`src/hw/rtl/assert_macros.svh`:
```
// Assertion macros shared by the height to color mapper RTL.
`ifndef ASSERT_MACROS_SVH
`define ASSERT_MACROS_SVH
`ifndef SYNTHESIS
`define HTCM_ASSERT(label, clk, rst_n, prop) \
    label: assert property (@(posedge clk) disable iff (!rst_n) (prop)) \
        else $error("htcm assertion failed");
`define HTCM_ASSERT_NORST(label, clk, prop) \
    label: assert property (@(posedge clk) (prop)) \
        else $error("htcm assertion failed");
`else
`define HTCM_ASSERT(label, clk, rst_n, prop)
`define HTCM_ASSERT_NORST(label, clk, prop)
`endif
`endif

```
`src/hw/rtl/htcm_pkg.sv`:
```
// Types and constants of the height to color mapper.
package htcm_pkg;

    localparam int HEIGHT_BITS_DEFAULT   = 16;
    localparam int FRACTION_BITS_DEFAULT = 16;

    localparam int CFG_DATA_BITS  = 32;
    localparam int CFG_INDEX_BITS = 3;
    localparam int COLOR_BITS     = 24;
    localparam int CHANNEL_BITS   = 8;
    localparam int NUM_BANDS      = 5;
    localparam int PHASE_BITS     = 9;
    localparam int HUE_BITS       = 17;
    localparam int SECTOR_BITS    = 3;
    localparam int U_BITS         = 14;

    localparam logic [PHASE_BITS-1:0] PHASE_STEP = 9'd2;
    localparam logic [PHASE_BITS-1:0] PHASE_WRAP = 9'd360;
    localparam logic [HUE_BITS-1:0]   SECTOR_Q8  = 17'd15360;
    localparam logic [HUE_BITS-1:0]   FULL_Q8    = 17'd92160;

    localparam logic [CHANNEL_BITS-1:0] CHANNEL_MAX = 8'd255;

    localparam logic [1:0] MODE_BANDS    = 2'd0;
    localparam logic [1:0] MODE_GRADIENT = 2'd1;
    localparam logic [1:0] MODE_RAINBOW  = 2'd2;

    localparam logic OP_COLOR = 1'b0;
    localparam logic OP_TICK  = 1'b1;

    localparam logic [CFG_INDEX_BITS-1:0] CFG_COLOR_MODE = 3'd0;
    localparam logic [CFG_INDEX_BITS-1:0] CFG_MIN_HEIGHT = 3'd1;
    localparam logic [CFG_INDEX_BITS-1:0] CFG_MAX_HEIGHT = 3'd2;
    localparam logic [CFG_INDEX_BITS-1:0] CFG_BAND0      = 3'd3;
    localparam logic [CFG_INDEX_BITS-1:0] CFG_BAND1      = 3'd4;
    localparam logic [CFG_INDEX_BITS-1:0] CFG_BAND2      = 3'd5;
    localparam logic [CFG_INDEX_BITS-1:0] CFG_BAND3      = 3'd6;
    localparam logic [CFG_INDEX_BITS-1:0] CFG_BAND4      = 3'd7;

    typedef logic [NUM_BANDS-1:0][COLOR_BITS-1:0] band_array_t;

    typedef enum logic [2:0] {
        ST_IDLE,
        ST_DIFF,
        ST_CHECK,
        ST_DIVIDE,
        ST_HUE,
        ST_SECTOR,
        ST_COLOR
    } state_t;

endpackage

```
`src/hw/rtl/htcm_divider.sv`:
```
// Restoring divider that yields one fraction bit per cycle.
`include "assert_macros.svh"

module htcm_divider #(
    parameter int HEIGHT_BITS   = htcm_pkg::HEIGHT_BITS_DEFAULT,
    parameter int FRACTION_BITS = htcm_pkg::FRACTION_BITS_DEFAULT
) (
    input  logic                     clk,
    input  logic                     rst_n,
    input  logic                     start,
    input  logic [HEIGHT_BITS-1:0]   dividend,
    input  logic [HEIGHT_BITS-1:0]   divisor,
    output logic [FRACTION_BITS-1:0] quotient,
    output logic                     done
);

    localparam int CNT_BITS = $clog2(FRACTION_BITS + 1);

    logic                     busy_reg;
    logic                     busy_next;
    logic                     done_reg;
    logic                     done_next;
    logic [CNT_BITS-1:0]      count_reg;
    logic [CNT_BITS-1:0]      count_next;
    logic [HEIGHT_BITS-1:0]   rem_reg;
    logic [HEIGHT_BITS-1:0]   rem_next;
    logic [HEIGHT_BITS-1:0]   divisor_reg;
    logic [HEIGHT_BITS-1:0]   divisor_next;
    logic [FRACTION_BITS-1:0] quo_reg;
    logic [FRACTION_BITS-1:0] quo_next;
    logic [HEIGHT_BITS:0]     shifted;
    logic [HEIGHT_BITS:0]     diff;
    logic                     fits;

    assign shifted = {rem_reg, 1'b0};
    assign diff    = shifted - {1'b0, divisor_reg};
    assign fits    = shifted >= {1'b0, divisor_reg};

    always_comb
    begin
        busy_next    = busy_reg;
        done_next    = 1'b0;
        count_next   = count_reg;
        rem_next     = rem_reg;
        divisor_next = divisor_reg;
        quo_next     = quo_reg;
        if (start)
        begin
            busy_next    = 1'b1;
            count_next   = CNT_BITS'(FRACTION_BITS);
            rem_next     = dividend;
            divisor_next = divisor;
            quo_next     = '0;
        end
        else if (busy_reg)
        begin
            rem_next   = fits ? diff[HEIGHT_BITS-1:0] : shifted[HEIGHT_BITS-1:0];
            quo_next   = {quo_reg[FRACTION_BITS-2:0], fits};
            count_next = count_reg - CNT_BITS'(1);
            if (count_reg == CNT_BITS'(1))
            begin
                busy_next = 1'b0;
                done_next = 1'b1;
            end
        end
    end

    always_ff @(posedge clk or negedge rst_n)
    begin
        if (!rst_n)
        begin
            busy_reg  <= 1'b0;
            done_reg  <= 1'b0;
            count_reg <= '0;
        end
        else
        begin
            busy_reg  <= busy_next;
            done_reg  <= done_next;
            count_reg <= count_next;
        end
    end

    always_ff @(posedge clk)
    begin
        rem_reg     <= rem_next;
        divisor_reg <= divisor_next;
        quo_reg     <= quo_next;
    end

    assign quotient = quo_reg;
    assign done     = done_reg;

    `HTCM_ASSERT(a_div_count_live, clk, rst_n, busy_reg |-> count_reg != '0)
    `HTCM_ASSERT(a_div_rem_below, clk, rst_n, busy_reg |-> rem_reg < divisor_reg)
    `HTCM_ASSERT(a_div_no_restart, clk, rst_n, start |-> !busy_reg)

endmodule

```
`src/hw/rtl/htcm_color.sv`:
```
// Color selection for the band, gradient and rainbow modes.
module htcm_color #(
    parameter int FRACTION_BITS = htcm_pkg::FRACTION_BITS_DEFAULT
) (
    input  logic [1:0]                          mode,
    input  logic [FRACTION_BITS:0]              frac,
    input  logic [htcm_pkg::SECTOR_BITS-1:0]    sector,
    input  logic [htcm_pkg::U_BITS-1:0]         u,
    input  htcm_pkg::band_array_t               bands,
    output logic [htcm_pkg::COLOR_BITS-1:0]     color
);

    localparam int FW = FRACTION_BITS + 1;
    localparam int PW = FRACTION_BITS + 9;
    localparam longint unsigned ONE = longint'(1) << FRACTION_BITS;
    localparam logic [FW-1:0] T1 = FW'((ONE * 1 + 5) / 10);
    localparam logic [FW-1:0] T3 = FW'((ONE * 3 + 5) / 10);
    localparam logic [FW-1:0] T5 = FW'((ONE * 5 + 5) / 10);
    localparam logic [FW-1:0] T7 = FW'((ONE * 7 + 5) / 10);

    logic [PW-1:0]                         prod_r;
    logic [PW-1:0]                         prod_g;
    logic [PW-1:0]                         prod_b;
    logic [htcm_pkg::CHANNEL_BITS-1:0]     ramp_r;
    logic [htcm_pkg::CHANNEL_BITS-1:0]     ramp_g;
    logic [htcm_pkg::CHANNEL_BITS-1:0]     ramp_b;
    logic [htcm_pkg::U_BITS+4:0]           x_prod;
    logic [htcm_pkg::CHANNEL_BITS-1:0]     x;
    logic [htcm_pkg::CHANNEL_BITS-1:0]     c;
    logic [htcm_pkg::COLOR_BITS-1:0]       band_color;
    logic [htcm_pkg::COLOR_BITS-1:0]       ramp_color;
    logic [htcm_pkg::COLOR_BITS-1:0]       rainbow_color;

    assign prod_r = PW'(frac) * PW'(8'h66);
    assign prod_g = PW'(frac) * PW'(8'hCC);
    assign prod_b = PW'(frac) * PW'(8'h99);
    assign ramp_r = prod_r[FRACTION_BITS+7:FRACTION_BITS];
    assign ramp_g = prod_g[FRACTION_BITS+7:FRACTION_BITS];
    assign ramp_b = 8'h66 + prod_b[FRACTION_BITS+7:FRACTION_BITS];
    assign ramp_color = {ramp_r, ramp_g, ramp_b};

    // The sector spans 15360 Q8 degrees, so 255 * u / 15360 reduces to 17 * u / 1024.
    assign x_prod = {u, 4'b0000} + (htcm_pkg::U_BITS + 5)'(u);
    assign x      = x_prod[htcm_pkg::U_BITS+3:10];
    assign c      = htcm_pkg::CHANNEL_MAX;

    always_comb
    begin
        priority if (frac < T1)
        begin
            band_color = bands[0];
        end
        else if (frac < T3)
        begin
            band_color = bands[1];
        end
        else if (frac < T5)
        begin
            band_color = bands[2];
        end
        else if (frac < T7)
        begin
            band_color = bands[3];
        end
        else
        begin
            band_color = bands[4];
        end
    end

    always_comb
    begin
        unique case (sector)
            3'd0:    rainbow_color = {c, x, 8'h00};
            3'd1:    rainbow_color = {x, c, 8'h00};
            3'd2:    rainbow_color = {8'h00, c, x};
            3'd3:    rainbow_color = {8'h00, x, c};
            3'd4:    rainbow_color = {x, 8'h00, c};
            default: rainbow_color = {c, 8'h00, x};
        endcase
    end

    always_comb
    begin
        unique case (mode)
            htcm_pkg::MODE_GRADIENT: color = ramp_color;
            htcm_pkg::MODE_RAINBOW:  color = rainbow_color;
            default:                 color = band_color;
        endcase
    end

endmodule

```
`src/hw/rtl/height_to_color_mapper.sv`:
```
// Height to color mapper: sequencer, configuration registers and output register.
//
// Usage: a request on the input channel carries an operation and a height. A color
// request yields one 24-bit RGB result on the output channel; a tick request
// yields none and, in rainbow mode, advances the hue phase by two degrees.
// Registers are written through the configuration channel, index 0 mode,
// 1 and 2 the height range, 3 to 7 the band colors; the user must write
// them only while no request is in flight, the block does not enforce it.
// The configuration channel is always ready.
// A color request passes through the DIFF, CHECK, DIVIDE, HUE, SECTOR and
// COLOR states, the divider producing one fraction bit per cycle; requests
// that need no division (zero range, height at or beyond a range end) skip
// DIVIDE. One request is in work at a time and in_ready is low meanwhile.
// A finished color sits in the output register; the next request is
// accepted while it waits, and the sequencer holds its next color until
// the receiver takes the previous one with out_ready.
// Reset clears the mode, the range, the band colors and the hue phase to
// zero and empties the output register.
`include "assert_macros.svh"

module height_to_color_mapper #(
    parameter int HEIGHT_BITS   = htcm_pkg::HEIGHT_BITS_DEFAULT,
    parameter int FRACTION_BITS = htcm_pkg::FRACTION_BITS_DEFAULT
) (
    input  logic                                  clk,
    input  logic                                  rst_n,
    input  logic                                  in_valid,
    output logic                                  in_ready,
    input  logic                                  operation,
    input  logic signed [HEIGHT_BITS-1:0]         height,
    output logic                                  out_valid,
    input  logic                                  out_ready,
    output logic [htcm_pkg::COLOR_BITS-1:0]       color,
    input  logic                                  cfg_valid,
    output logic                                  cfg_ready,
    input  logic [htcm_pkg::CFG_INDEX_BITS-1:0]   cfg_index,
    input  logic [htcm_pkg::CFG_DATA_BITS-1:0]    cfg_data
);

    localparam int HB = HEIGHT_BITS;
    localparam int FB = FRACTION_BITS;
    localparam logic [FB:0] FRAC_ONE = {1'b1, {FB{1'b0}}};

    htcm_pkg::state_t                       state_reg;
    htcm_pkg::state_t                       state_next;
    logic [1:0]                             mode_reg;
    logic [HB-1:0]                          min_reg;
    logic [HB-1:0]                          max_reg;
    htcm_pkg::band_array_t                  band_reg;
    logic [htcm_pkg::PHASE_BITS-1:0]        phase_reg;
    logic [htcm_pkg::PHASE_BITS-1:0]        phase_next;
    logic [HB-1:0]                          height_reg;
    logic [HB-1:0]                          height_next;
    logic [HB:0]                            num_reg;
    logic [HB:0]                            num_next;
    logic [HB:0]                            den_reg;
    logic [HB:0]                            den_next;
    logic [FB:0]                            frac_reg;
    logic [FB:0]                            frac_next;
    logic [htcm_pkg::HUE_BITS-1:0]          hue_reg;
    logic [htcm_pkg::HUE_BITS-1:0]          hue_next;
    logic [htcm_pkg::SECTOR_BITS-1:0]       sector_reg;
    logic [htcm_pkg::SECTOR_BITS-1:0]       sector_next;
    logic [htcm_pkg::U_BITS-1:0]            u_reg;
    logic [htcm_pkg::U_BITS-1:0]            u_next;
    logic [htcm_pkg::COLOR_BITS-1:0]        color_reg;
    logic [htcm_pkg::COLOR_BITS-1:0]        color_next;
    logic                                   out_valid_reg;
    logic                                   out_valid_next;

    logic [htcm_pkg::PHASE_BITS-1:0]        phase_step;
    logic [HB:0]                            num_neg;
    logic [HB:0]                            den_neg;
    logic [HB-1:0]                          num_abs;
    logic [HB-1:0]                          den_abs;
    logic                                   div_start;
    logic                                   div_done;
    logic [FB-1:0]                          quotient;
    logic [FB+9:0]                          hue_prod;
    logic [htcm_pkg::HUE_BITS:0]            hue_sum;
    logic [htcm_pkg::SECTOR_BITS-1:0]       sector_sel;
    logic [htcm_pkg::HUE_BITS-1:0]          sector_base;
    logic [htcm_pkg::U_BITS-1:0]            t_val;
    logic [htcm_pkg::COLOR_BITS-1:0]        mapped;

    assign phase_step = phase_reg + htcm_pkg::PHASE_STEP;
    assign num_neg    = -num_reg;
    assign den_neg    = -den_reg;
    assign num_abs    = num_reg[HB] ? num_neg[HB-1:0] : num_reg[HB-1:0];
    assign den_abs    = den_reg[HB] ? den_neg[HB-1:0] : den_reg[HB-1:0];
    assign hue_prod   = (FB + 10)'(frac_reg) * (FB + 10)'(360);
    assign hue_sum    = {1'b0, hue_prod[FB+8:FB-8]} + {1'b0, phase_reg, 8'h00};

    always_comb
    begin
        priority if (hue_reg >= 17'(5) * htcm_pkg::SECTOR_Q8)
        begin
            sector_sel = 3'd5;
        end
        else if (hue_reg >= 17'(4) * htcm_pkg::SECTOR_Q8)
        begin
            sector_sel = 3'd4;
        end
        else if (hue_reg >= 17'(3) * htcm_pkg::SECTOR_Q8)
        begin
            sector_sel = 3'd3;
        end
        else if (hue_reg >= 17'(2) * htcm_pkg::SECTOR_Q8)
        begin
            sector_sel = 3'd2;
        end
        else if (hue_reg >= htcm_pkg::SECTOR_Q8)
        begin
            sector_sel = 3'd1;
        end
        else
        begin
            sector_sel = 3'd0;
        end
    end

    assign sector_base = 17'(sector_sel) * htcm_pkg::SECTOR_Q8;
    assign t_val       = htcm_pkg::U_BITS'(hue_reg - sector_base);

    htcm_divider #(
        .HEIGHT_BITS   (HEIGHT_BITS),
        .FRACTION_BITS (FRACTION_BITS)
    ) u_divider (
        .clk      (clk),
        .rst_n    (rst_n),
        .start    (div_start),
        .dividend (num_abs),
        .divisor  (den_abs),
        .quotient (quotient),
        .done     (div_done)
    );

    htcm_color #(
        .FRACTION_BITS (FRACTION_BITS)
    ) u_color (
        .mode   (mode_reg),
        .frac   (frac_reg),
        .sector (sector_reg),
        .u      (u_reg),
        .bands  (band_reg),
        .color  (mapped)
    );

    always_comb
    begin
        state_next     = state_reg;
        div_start      = 1'b0;
        phase_next     = phase_reg;
        height_next    = height_reg;
        num_next       = num_reg;
        den_next       = den_reg;
        frac_next      = frac_reg;
        hue_next       = hue_reg;
        sector_next    = sector_reg;
        u_next         = u_reg;
        color_next     = color_reg;
        out_valid_next = out_valid_reg && !out_ready;
        unique case (state_reg)
            htcm_pkg::ST_IDLE:
            begin
                if (in_valid)
                begin
                    if (operation == htcm_pkg::OP_TICK)
                    begin
                        if (mode_reg == htcm_pkg::MODE_RAINBOW)
                        begin
                            phase_next = (phase_step >= htcm_pkg::PHASE_WRAP) ?
                                         phase_step - htcm_pkg::PHASE_WRAP : phase_step;
                        end
                    end
                    else
                    begin
                        height_next = height;
                        state_next  = htcm_pkg::ST_DIFF;
                    end
                end
            end
            htcm_pkg::ST_DIFF:
            begin
                num_next   = {height_reg[HB-1], height_reg} - {min_reg[HB-1], min_reg};
                den_next   = {max_reg[HB-1], max_reg} - {min_reg[HB-1], min_reg};
                state_next = htcm_pkg::ST_CHECK;
            end
            htcm_pkg::ST_CHECK:
            begin
                priority if (den_reg == '0)
                begin
                    frac_next  = FRAC_ONE;
                    state_next = htcm_pkg::ST_HUE;
                end
                else if (num_reg == '0 || num_reg[HB] != den_reg[HB])
                begin
                    frac_next  = '0;
                    state_next = htcm_pkg::ST_HUE;
                end
                else if (num_abs >= den_abs)
                begin
                    frac_next  = FRAC_ONE;
                    state_next = htcm_pkg::ST_HUE;
                end
                else
                begin
                    div_start  = 1'b1;
                    state_next = htcm_pkg::ST_DIVIDE;
                end
            end
            htcm_pkg::ST_DIVIDE:
            begin
                if (div_done)
                begin
                    frac_next  = {1'b0, quotient};
                    state_next = htcm_pkg::ST_HUE;
                end
            end
            htcm_pkg::ST_HUE:
            begin
                hue_next   = (hue_sum >= {1'b0, htcm_pkg::FULL_Q8}) ?
                             htcm_pkg::HUE_BITS'(hue_sum - {1'b0, htcm_pkg::FULL_Q8}) :
                             hue_sum[htcm_pkg::HUE_BITS-1:0];
                state_next = htcm_pkg::ST_SECTOR;
            end
            htcm_pkg::ST_SECTOR:
            begin
                sector_next = sector_sel;
                u_next      = sector_sel[0] ?
                              htcm_pkg::U_BITS'(htcm_pkg::SECTOR_Q8) - t_val : t_val;
                state_next  = htcm_pkg::ST_COLOR;
            end
            htcm_pkg::ST_COLOR:
            begin
                if (!out_valid_reg || out_ready)
                begin
                    color_next     = mapped;
                    out_valid_next = 1'b1;
                    state_next     = htcm_pkg::ST_IDLE;
                end
            end
            default:
            begin
                state_next = htcm_pkg::ST_IDLE;
            end
        endcase
    end

    always_ff @(posedge clk or negedge rst_n)
    begin
        if (!rst_n)
        begin
            state_reg     <= htcm_pkg::ST_IDLE;
            phase_reg     <= '0;
            out_valid_reg <= 1'b0;
        end
        else
        begin
            state_reg     <= state_next;
            phase_reg     <= phase_next;
            out_valid_reg <= out_valid_next;
        end
    end

    always_ff @(posedge clk)
    begin
        height_reg <= height_next;
        num_reg    <= num_next;
        den_reg    <= den_next;
        frac_reg   <= frac_next;
        hue_reg    <= hue_next;
        sector_reg <= sector_next;
        u_reg      <= u_next;
        color_reg  <= color_next;
    end

    always_ff @(posedge clk or negedge rst_n)
    begin
        if (!rst_n)
        begin
            mode_reg <= htcm_pkg::MODE_BANDS;
            min_reg  <= '0;
            max_reg  <= '0;
            band_reg <= '0;
        end
        else if (cfg_valid)
        begin
            unique case (cfg_index)
                htcm_pkg::CFG_COLOR_MODE: mode_reg    <= cfg_data[1:0];
                htcm_pkg::CFG_MIN_HEIGHT: min_reg     <= cfg_data[HB-1:0];
                htcm_pkg::CFG_MAX_HEIGHT: max_reg     <= cfg_data[HB-1:0];
                htcm_pkg::CFG_BAND0:      band_reg[0] <= cfg_data[htcm_pkg::COLOR_BITS-1:0];
                htcm_pkg::CFG_BAND1:      band_reg[1] <= cfg_data[htcm_pkg::COLOR_BITS-1:0];
                htcm_pkg::CFG_BAND2:      band_reg[2] <= cfg_data[htcm_pkg::COLOR_BITS-1:0];
                htcm_pkg::CFG_BAND3:      band_reg[3] <= cfg_data[htcm_pkg::COLOR_BITS-1:0];
                htcm_pkg::CFG_BAND4:      band_reg[4] <= cfg_data[htcm_pkg::COLOR_BITS-1:0];
                default:                  mode_reg    <= mode_reg;
            endcase
        end
    end

    assign in_ready  = (state_reg == htcm_pkg::ST_IDLE);
    assign out_valid = out_valid_reg;
    assign color     = color_reg;
    assign cfg_ready = 1'b1;

    `HTCM_ASSERT(a_start_divides, clk, rst_n, div_start |=> state_reg == htcm_pkg::ST_DIVIDE)
    `HTCM_ASSERT(a_frac_in_range, clk, rst_n, state_reg == htcm_pkg::ST_HUE |-> frac_reg <= FRAC_ONE)
    `HTCM_ASSERT(a_hue_reduced, clk, rst_n,
        state_reg == htcm_pkg::ST_SECTOR |-> hue_reg < htcm_pkg::FULL_Q8)
    `HTCM_ASSERT(a_phase_even, clk, rst_n,
        phase_reg < htcm_pkg::PHASE_WRAP && phase_reg[0] == 1'b0)
    `HTCM_ASSERT(a_result_after_color, clk, rst_n,
        $rose(out_valid_reg) |-> $past(state_reg) == htcm_pkg::ST_COLOR)

endmodule

```
`config.mk`:
```
export PLATFORM = sky130hd
export DESIGN_NAME = height_to_color_mapper
export DESIGN_NICKNAME = d
export VERILOG_FILES = /design/src/hw/rtl/htcm_pkg.sv /design/src/hw/rtl/htcm_divider.sv /design/src/hw/rtl/htcm_color.sv /design/src/hw/rtl/height_to_color_mapper.sv
export VERILOG_INCLUDE_DIRS = /design/src /design/src/hw/rtl
export SDC_FILE = /design/constraint.sdc
export NUM_CORES = 1
export LEC_CHECK = 0
export ABC_AREA = 1
export BUFFER_PORTS_ARGS = -buffer_cell sky130_fd_sc_hd__buf_2
export CORE_UTILIZATION = 40
export CTS_CLUSTER_SIZE = 24
export DETAILED_ROUTE_END_ITERATION = 12
export GPL_TIMING_DRIVEN = 0
export PLACE_DENSITY = 0.66
export SLEW_MARGIN = 0
export SYNTH_ARGS = -nofsm -noshare
export SYNTH_HDL_FRONTEND = slang
export SYNTH_SLANG_ARGS = --single-unit
```
`constraint.sdc`:
```
create_clock -name clk -period 7.1 [get_ports clk]
set_input_delay 1.42 -clock clk [delete_from_list [all_inputs] [get_ports clk]]
set_output_delay 1.42 -clock clk [all_outputs]
set_load 0.005 [all_outputs]
```
==> impl_metrics.env, run 1 <==
export IMPL_rr_endpoint="hue_reg[16]$_DFFE_PP_"
export IMPL_regArea_um2=9360
export IMPL_status="complete, no violations"
export IMPL_r2r_cells=25
export IMPL_grt_overflow=0
export IMPL_place_area_um2=26800
export IMPL_drc=0
export IMPL_first_pass_iters=5
export IMPL_hold_class="flop to flop"
export IMPL_ys_seq_area_share_pct=37.1
export IMPL_cp_end_kind="flop"
export IMPL_dieHeight_um=253
export IMPL_synth_top_area_share_pct=18.7
export IMPL_multi_input_area_um2=13700
export IMPL_grtUsageTotal_pct=20.9
export IMPL_rows=91
export IMPL_fin_area_um2=28100
export IMPL_insertion_delay_ns=0.59
export IMPL_synthToLayoutAreaGrowth_pct=11.2
export IMPL_numPortBuffers=74
export IMPL_worstPathMaxFanout=9
export IMPL_cts_buffers=38
export IMPL_hold_end="band_reg[19]$_DFFE_PN0P_"
export IMPL_syn_nets=3415
export IMPL_ant_nets=0
export IMPL_start_util_pct=40.7
export IMPL_hold_path_depth=2
export IMPL_setup_tns_ns=0
export IMPL_finClkSkew_ns=0.0364
export IMPL_syn_inst=3013
export IMPL_rsz0062_at_grt="false"
export IMPL_ys_top_cells_by_area="edfxtp_1, dfrtp_1, ha_1, nand2_1, inv_1"
export IMPL_yosysTopAreaCell="edfxtp_1"
export IMPL_p_total_mw=5.29
export IMPL_clockBufferDepth=3
export IMPL_period_needed_ns=5.64
export IMPL_clk_pin_slew_worst_paths_ns=0.07
export IMPL_avgSynthCellArea_um2=8.38
export IMPL_cts_tree="built"
export IMPL_ys_warn_count=0
export IMPL_finalSetupViolCount=0
export IMPL_grt_first_pass_wirelength_um=106000
export IMPL_holdBufCountCts=0
export IMPL_final_hold_viol_count=0
export IMPL_final_layout_size_suffix_gt1_share_pct=6.36
export IMPL_globalplace_congestion=0.947
export IMPL_drv_cap=0
export IMPL_crit_type="flop to flop"
export IMPL_drt_iter0_markers=1370
export IMPL_vias_per_cell=5.08
export IMPL_largest_reg_flops=120
export IMPL_peakVddDrop_uv=213
export IMPL_vias=20331
export IMPL_fin_crit_sh_pct=79.4
export IMPL_min_delay_start="band_reg[19]$_DFFE_PN0P_"
export IMPL_io_pins=84
export IMPL_finalWirelength_um=65600
export IMPL_worst_pin_slew_ns=0.974
export IMPL_synth_cell_types=51
export IMPL_cts_root_buffer="clkbuf_16"
export IMPL_post_cts_resized=0
export IMPL_antenna_found_initial=3
export IMPL_dp_hpwl_um=51300
export IMPL_post_drt_wl_per_cell_um=16.4
export IMPL_fmax_mhz=177
export IMPL_grt_pass1_vias=19989
export IMPL_slew_headroom_pct=35.0
export IMPL_crit_arrival_ns=5.94
export IMPL_synth_async_sr_flop_share_pct=50.0
export IMPL_htreeDepth=2
export IMPL_slew_violations=0
export IMPL_ys_flop_type="dfrtp_1"
export IMPL_die_area_um2=64100
export IMPL_core_area_um2=62100
export IMPL_critPathLaunchType="flop"
export IMPL_synth_edff_count=157
export IMPL_p_per_area_nw_per_um2=188
export IMPL_grt_max_degree=98
export IMPL_die_w_um=253
export IMPL_finalNetCount=3534
export IMPL_worst_endpoint_required_ns=7.40
export IMPL_clkSinkCount=346
export IMPL_postCtsSetupBuffers=0
export IMPL_synth_area_um2=25200
export IMPL_reg2reg_from="frac_reg[4]$_SDFFCE_PN0P_"
export IMPL_regToRegSetupSlack_ns=1.46
export IMPL_leakagePower_nw=13.9
export IMPL_antenna_cells=0
export IMPL_n_fill_cell=6039
export IMPL_ys_ff_latch=346
cell type report:
class | instances | area share [%]
clock buffers | 46 | 3.53
inverters | 511 | 6.83
multi-input cells | 2085 | 48.7
plain buffers | 71 | 1.11
well taps | 837 | 3.73
repair buffers | 79 | 1.60
clock inverters | 24 | 1.14
flip-flops and latches | 346 | 33.4
worst max-delay path by stage:
stage / start / end
floorplan: frac_reg[4]$_SDFFCE_PN0P_ / hue_reg[16]$_DFFE_PP_
global placement: frac_reg[4]$_SDFFCE_PN0P_ / hue_reg[16]$_DFFE_PP_
finish: frac_reg[4]$_SDFFCE_PN0P_ / hue_reg[16]$_DFFE_PP_
detailed placement: frac_reg[4]$_SDFFCE_PN0P_ / hue_reg[16]$_DFFE_PP_
global route: frac_reg[4]$_SDFFCE_PN0P_ / hue_reg[16]$_DFFE_PP_
CTS: frac_reg[4]$_SDFFCE_PN0P_ / hue_reg[16]$_DFFE_PP_
stage by stage:
step                std cells  utilization (%)  hold WS, ns  setup WS, ns
floorplan                3013                -        0.446          2.12
global placement         3924             43.0        0.459          1.50
detailed placement       3929             43.1        0.466          1.52
CTS                      3999             45.2        0.481          1.47
global route             3999             45.2        0.493         0.901
finish                   3999             45.2        0.480          1.46
cells by family after synthesis:
family | Yosys count | share of synthesized area [%]
adders and majority gates | 345 | 19.5
AOI/OAI and AO/OA | 593 | 13.1
buffers and inverters | 582 | 8.83
other | 1 | 0.0149
xor gates and xnor gates | 132 | 4.58
and+or+nand+nor | 1014 | 16.8
DFF | 346 | 37.1
worst max-delay path, cell delays in order (launching register included):
cell      delay [ns]
edfxtp_1        0.59
ha_1            0.41
ha_1            0.29
inv_1           0.05
fa_1            0.44
nor2_1          0.24
inv_1           0.10
fa_1            0.43
o21ai_0         0.41
a21oi_1         0.18
o21ai_0         0.23
xnor2_1         0.14
inv_1           0.05
ha_1            0.20
fa_1            0.41
nand3_1         0.09
nand2_1         0.08
nand3_1         0.08
nand3b_1        0.09
nand2_1         0.07
inv_1           0.04
or2_2           0.26
a21oi_1         0.15
nand2_2         0.13
a21oi_1         0.14
a21oi_1         0.06
cells in the mapped netlist (3+ instances only):
cell / instances
inv_1: 508
clkbuf_1: 51
or2_2: 19
a21oi_1: 175
o22ai_1: 4
edfxtp_1: 157
o21ai_0: 284
a21o_1: 7
ha_1: 263
nor2_1: 172
nand4_1: 19
buf_6: 3
nand2_2: 3
dfrtp_1: 173
nor4_1: 6
o22ai_2: 12
nor3_1: 28
nor3b_1: 4
nand3b_1: 10
xnor2_1: 41
buf_1: 5
o211ai_1: 6
o21ai_1: 14
dfxtp_1: 16
o21a_1: 5
nand3_1: 140
o2111ai_1: 3
a21boi_0: 7
nand2_1: 602
buf_2: 9
buf_4: 3
o31ai_1: 8
fa_1: 82
xor2_1: 91
a31oi_1: 22
o21bai_1: 37
power by group:
group / switching (mW) / total, mW / leakage [nW] / internal, mW
logic: 0.542 / 0.841 / 9.50 / 0.298
registers: 0.0851 / 2.39 / 3.79 / 2.30
clock network: 0.864 / 2.06 / 0.634 / 1.20
total: 1.49 / 5.29 / 13.9 / 3.80
per-layer routing:
| layer | GRT usage (%) | up-vias | share of wire, % |
|---|---|---|---|
| met5 | 0 | - | 0 |
| met4 | 8.43 | 0 | 4.0 |
| met3 | 2.60 | 108 | 4.7 |
| met2 | 34.5 | 523 | 46 |
| met1 | 27.8 | 9617 | 45 |
| li1 | - | 10083 | - |
placed cells by master, fill, tap and decap left out, drive strengths merged, types with 6 or more instances in the layout:
cell type / netlist / routed
inv: 510 / 510
nand2: 608 / 608
edfxtp: 157 / 157
fa: 82 / 82
xnor2: 41 / 41
nor4: 6 / 6
dfrtp: 173 / 173
nand4: 19 / 19
o21ai: 298 / 298
o31ai: 8 / 8
nor3: 30 / 30
a21o: 7 / 7
clkinv: 1 / 19
o22ai: 16 / 16
ha: 263 / 263
nand3: 140 / 140
a21boi: 8 / 8
buf: 20 / 99
nor2: 174 / 174
nand3b: 10 / 10
a21oi: 176 / 176
o21bai: 37 / 37
or2: 19 / 19
o211ai: 6 / 6
xor2: 91 / 91
a31oi: 22 / 22
dfxtp: 16 / 16
clkbuf: 51 / 97
No activity file was read; power rests on OpenSTA's default activity.
==> run 2, diff against run 1 <==
--- a/config.mk
+++ b/config.mk
@@ -12,7 +12,7 @@
 export CTS_CLUSTER_SIZE = 24
 export DETAILED_ROUTE_END_ITERATION = 12
 export GPL_TIMING_DRIVEN = 0
-export PLACE_DENSITY = 0.66
+export PLACE_DENSITY = 0.68
 export SLEW_MARGIN = 0
 export SYNTH_ARGS = -nofsm -noshare
 export SYNTH_HDL_FRONTEND = slang
==> constraint.sdc (replaced) <==
create_clock -name clk -period 5 [get_ports clk]
set_input_delay 1 -clock clk [delete_from_list [all_inputs] [get_ports clk]]
set_output_delay 1 -clock clk [all_outputs]
set_load 0.005 [all_outputs]
==> impl_metrics.env, run 2 (synthesized netlist as in run 1, its figures left out) <==
export IMPL_ant_nets=0
export IMPL_slew_violations=0
export IMPL_clk_pin_slew_worst_paths_ns=0.06
export IMPL_fmax_mhz=201
export IMPL_cp_end_kind="flop"
export IMPL_globalplace_congestion=0.945
export IMPL_crit_type="flop to flop"
export IMPL_first_pass_iters=5
export IMPL_cts_root_buffer="clkbuf_16"
export IMPL_core_area_um2=62100
export IMPL_critPathBufInv=4
export IMPL_critical_path_top_delay_family="adder cells"
export IMPL_rr_endpoint="hue_reg[13]$_DFFE_PP_"
export IMPL_mostFrequentLayoutCells="nand2_1, inv_1, o21ai_0"
export IMPL_finClkSkew_ns=0.0246
export IMPL_holdBufCountCts=0
export IMPL_insertion_delay_ns=0.58
export IMPL_worstPathMaxFanout=7
export IMPL_grt_overflow=0
export IMPL_period_needed_ns=4.98
export IMPL_path_common_cell="nand2_2"
export IMPL_die_area_um2=64100
export IMPL_peakVddDrop_uv=294
export IMPL_hold_class="input pin to async pin"
export IMPL_multi_input_area_um2=14400
export IMPL_vias=20560
export IMPL_regArea_um2=9360
export IMPL_p_total_mw=7.51
export IMPL_finalWirelength_um=67700
export IMPL_rsz0062_at_grt="true"
export IMPL_rows=91
export IMPL_status="complete, no violations"
export IMPL_path_depth=24
export IMPL_final_layout_size_suffix_gt1_share_pct=11.5
export IMPL_regToRegSetupSlack_ns=0.02
export IMPL_final_hold_viol_count=0
export IMPL_die_w_um=253
export IMPL_finalSetupViolCount=0
export IMPL_dp_slack_ns=-0.543
export IMPL_worst_pin_slew_ns=0.925
export IMPL_synthToLayoutAreaGrowth_pct=15.7
export IMPL_htreeDepth=2
export IMPL_cts_tree="built"
export IMPL_largest_reg_flops=120
export IMPL_grt_first_pass_wirelength_um=107000
export IMPL_drv_cap=0
export IMPL_antenna_found_initial=1
export IMPL_grtUsageTotal_pct=21.2
export IMPL_antenna_cells=0
export IMPL_finalNetCount=3581
export IMPL_mostFrequentLayoutCell="nand2_1"
export IMPL_cts_buffers=38
export IMPL_leakagePower_nw=14.2
export IMPL_crit_end="hue_reg[13]$_DFFE_PP_"
export IMPL_reg2reg_from="frac_reg[9]$_SDFFCE_PN0P_"
export IMPL_vias_per_cell=5.08
export IMPL_crit_arrival_ns=5.28
export IMPL_clkSinkCount=346
export IMPL_worst_endpoint_required_ns=5.31
export IMPL_numPortBuffers=74
export IMPL_drt_iter0_markers=1426
export IMPL_dieHeight_um=253
export IMPL_crit_start="frac_reg[9]$_SDFFCE_PN0P_"
export IMPL_crit_chain="ha_4 -> inv_2 -> fa_1 -> inv_1 -> fa_1 -> ha_4 -> a21oi_1 -> o21ai_0 -> a21oi_1 -> o21ai_2 -> xor2_1 -> ha_1 -> a21oi_2 -> nand2_2 -> xor2_2 -> inv_1 -> nand2_1 -> inv_1 -> nand2_1 -> nand2_2 -> nand2_2 -> nand2_4 -> nand2_2 -> xor2_2"
export IMPL_start_util_pct=40.7
export IMPL_n_fill_cell=5857
export IMPL_r2r_cells=24
export IMPL_dp_hpwl_um=51100
export IMPL_critPathLaunchType="flop"
export IMPL_drc=0
export IMPL_fin_ws_ns=0.0246
export IMPL_p_per_area_nw_per_um2=257
export IMPL_post_drt_wl_per_cell_um=16.7
export IMPL_fin_crit_sh_pct=99.5
export IMPL_clockBufferDepth=3
export IMPL_grt_pass1_vias=20352
export IMPL_critPathMaxStageDelay_ns=0.62
export IMPL_grt_max_degree=111
export IMPL_slowest_stage="fa_1"
export IMPL_slew_headroom_pct=38.2
export IMPL_io_pins=84
-- run 2: cell type report --
type                       instances  share of cell area [%]
timing repair buffer             126                    2.82
clock buffer                      51                    3.71
inverter                         511                    6.57
buffer                            71                    1.07
sequential                       346                    32.1
clock inverter                    19                   0.720
multi-input combinational       2085                    49.5
tap                              837                    3.59
-- run 2: how the worst min path moves through the flow --
stage	slack, ns	depth (start not counted)	to	start
floorplan	0.45	2	band_reg[14]$_DFFE_PN0P_	band_reg[14]$_DFFE_PN0P_
global placement	0.46	2	band_reg[19]$_DFFE_PN0P_	band_reg[19]$_DFFE_PN0P_
detailed placement	0.47	2	band_reg[19]$_DFFE_PN0P_	band_reg[19]$_DFFE_PN0P_
CTS	0.37	1	band_reg[111]$_DFFE_PN0P_	rst_n
global route	0.40	1	band_reg[111]$_DFFE_PN0P_	rst_n
finish	0.36	1	band_reg[111]$_DFFE_PN0P_	rst_n
-- run 2: through the flow --
step / TNS (ns) / cells / cell area, µm² / util [%] / hold WS (ns)
2_1_floorplan: 0 / 3013 / 25200 / - / 0.446
3_3_place_gp: -3.35 / 3924 / 26700 / 43.0 / 0.457
3_5_place_dp: -3.16 / 3929 / 26800 / 43.1 / 0.466
4_1_cts: 0 / 4030 / 28400 / 45.8 / 0.365
5_1_grt: -1.24 / 4046 / 29200 / 47.1 / 0.403
6_report: 0 / 4046 / 29200 / 47.1 / 0.356
-- run 2: timing repair --
item	4_1_cts	5_1_grt
pin swaps	8	61
resized for setup	27	117
endpoints found under the setup margin	8	10
buffers inserted	31	17
-- run 2: per-layer routing --
layer	part of all wire, %	global-route usage (%)
met1	44	28.0
met2	47	35.5
met3	4.3	2.26
met4	4.1	8.14
met5	0	0
-- run 2: power breakdown --
| group | leakage [nW] | internal (mW) | switching, mW | total (mW) |
|---|---|---|---|---|
| Sequential | 3.79 | 3.27 | 0.122 | 3.39 |
| Combinational | 9.77 | 0.426 | 0.779 | 1.20 |
| Clock | 0.634 | 1.70 | 1.22 | 2.92 |
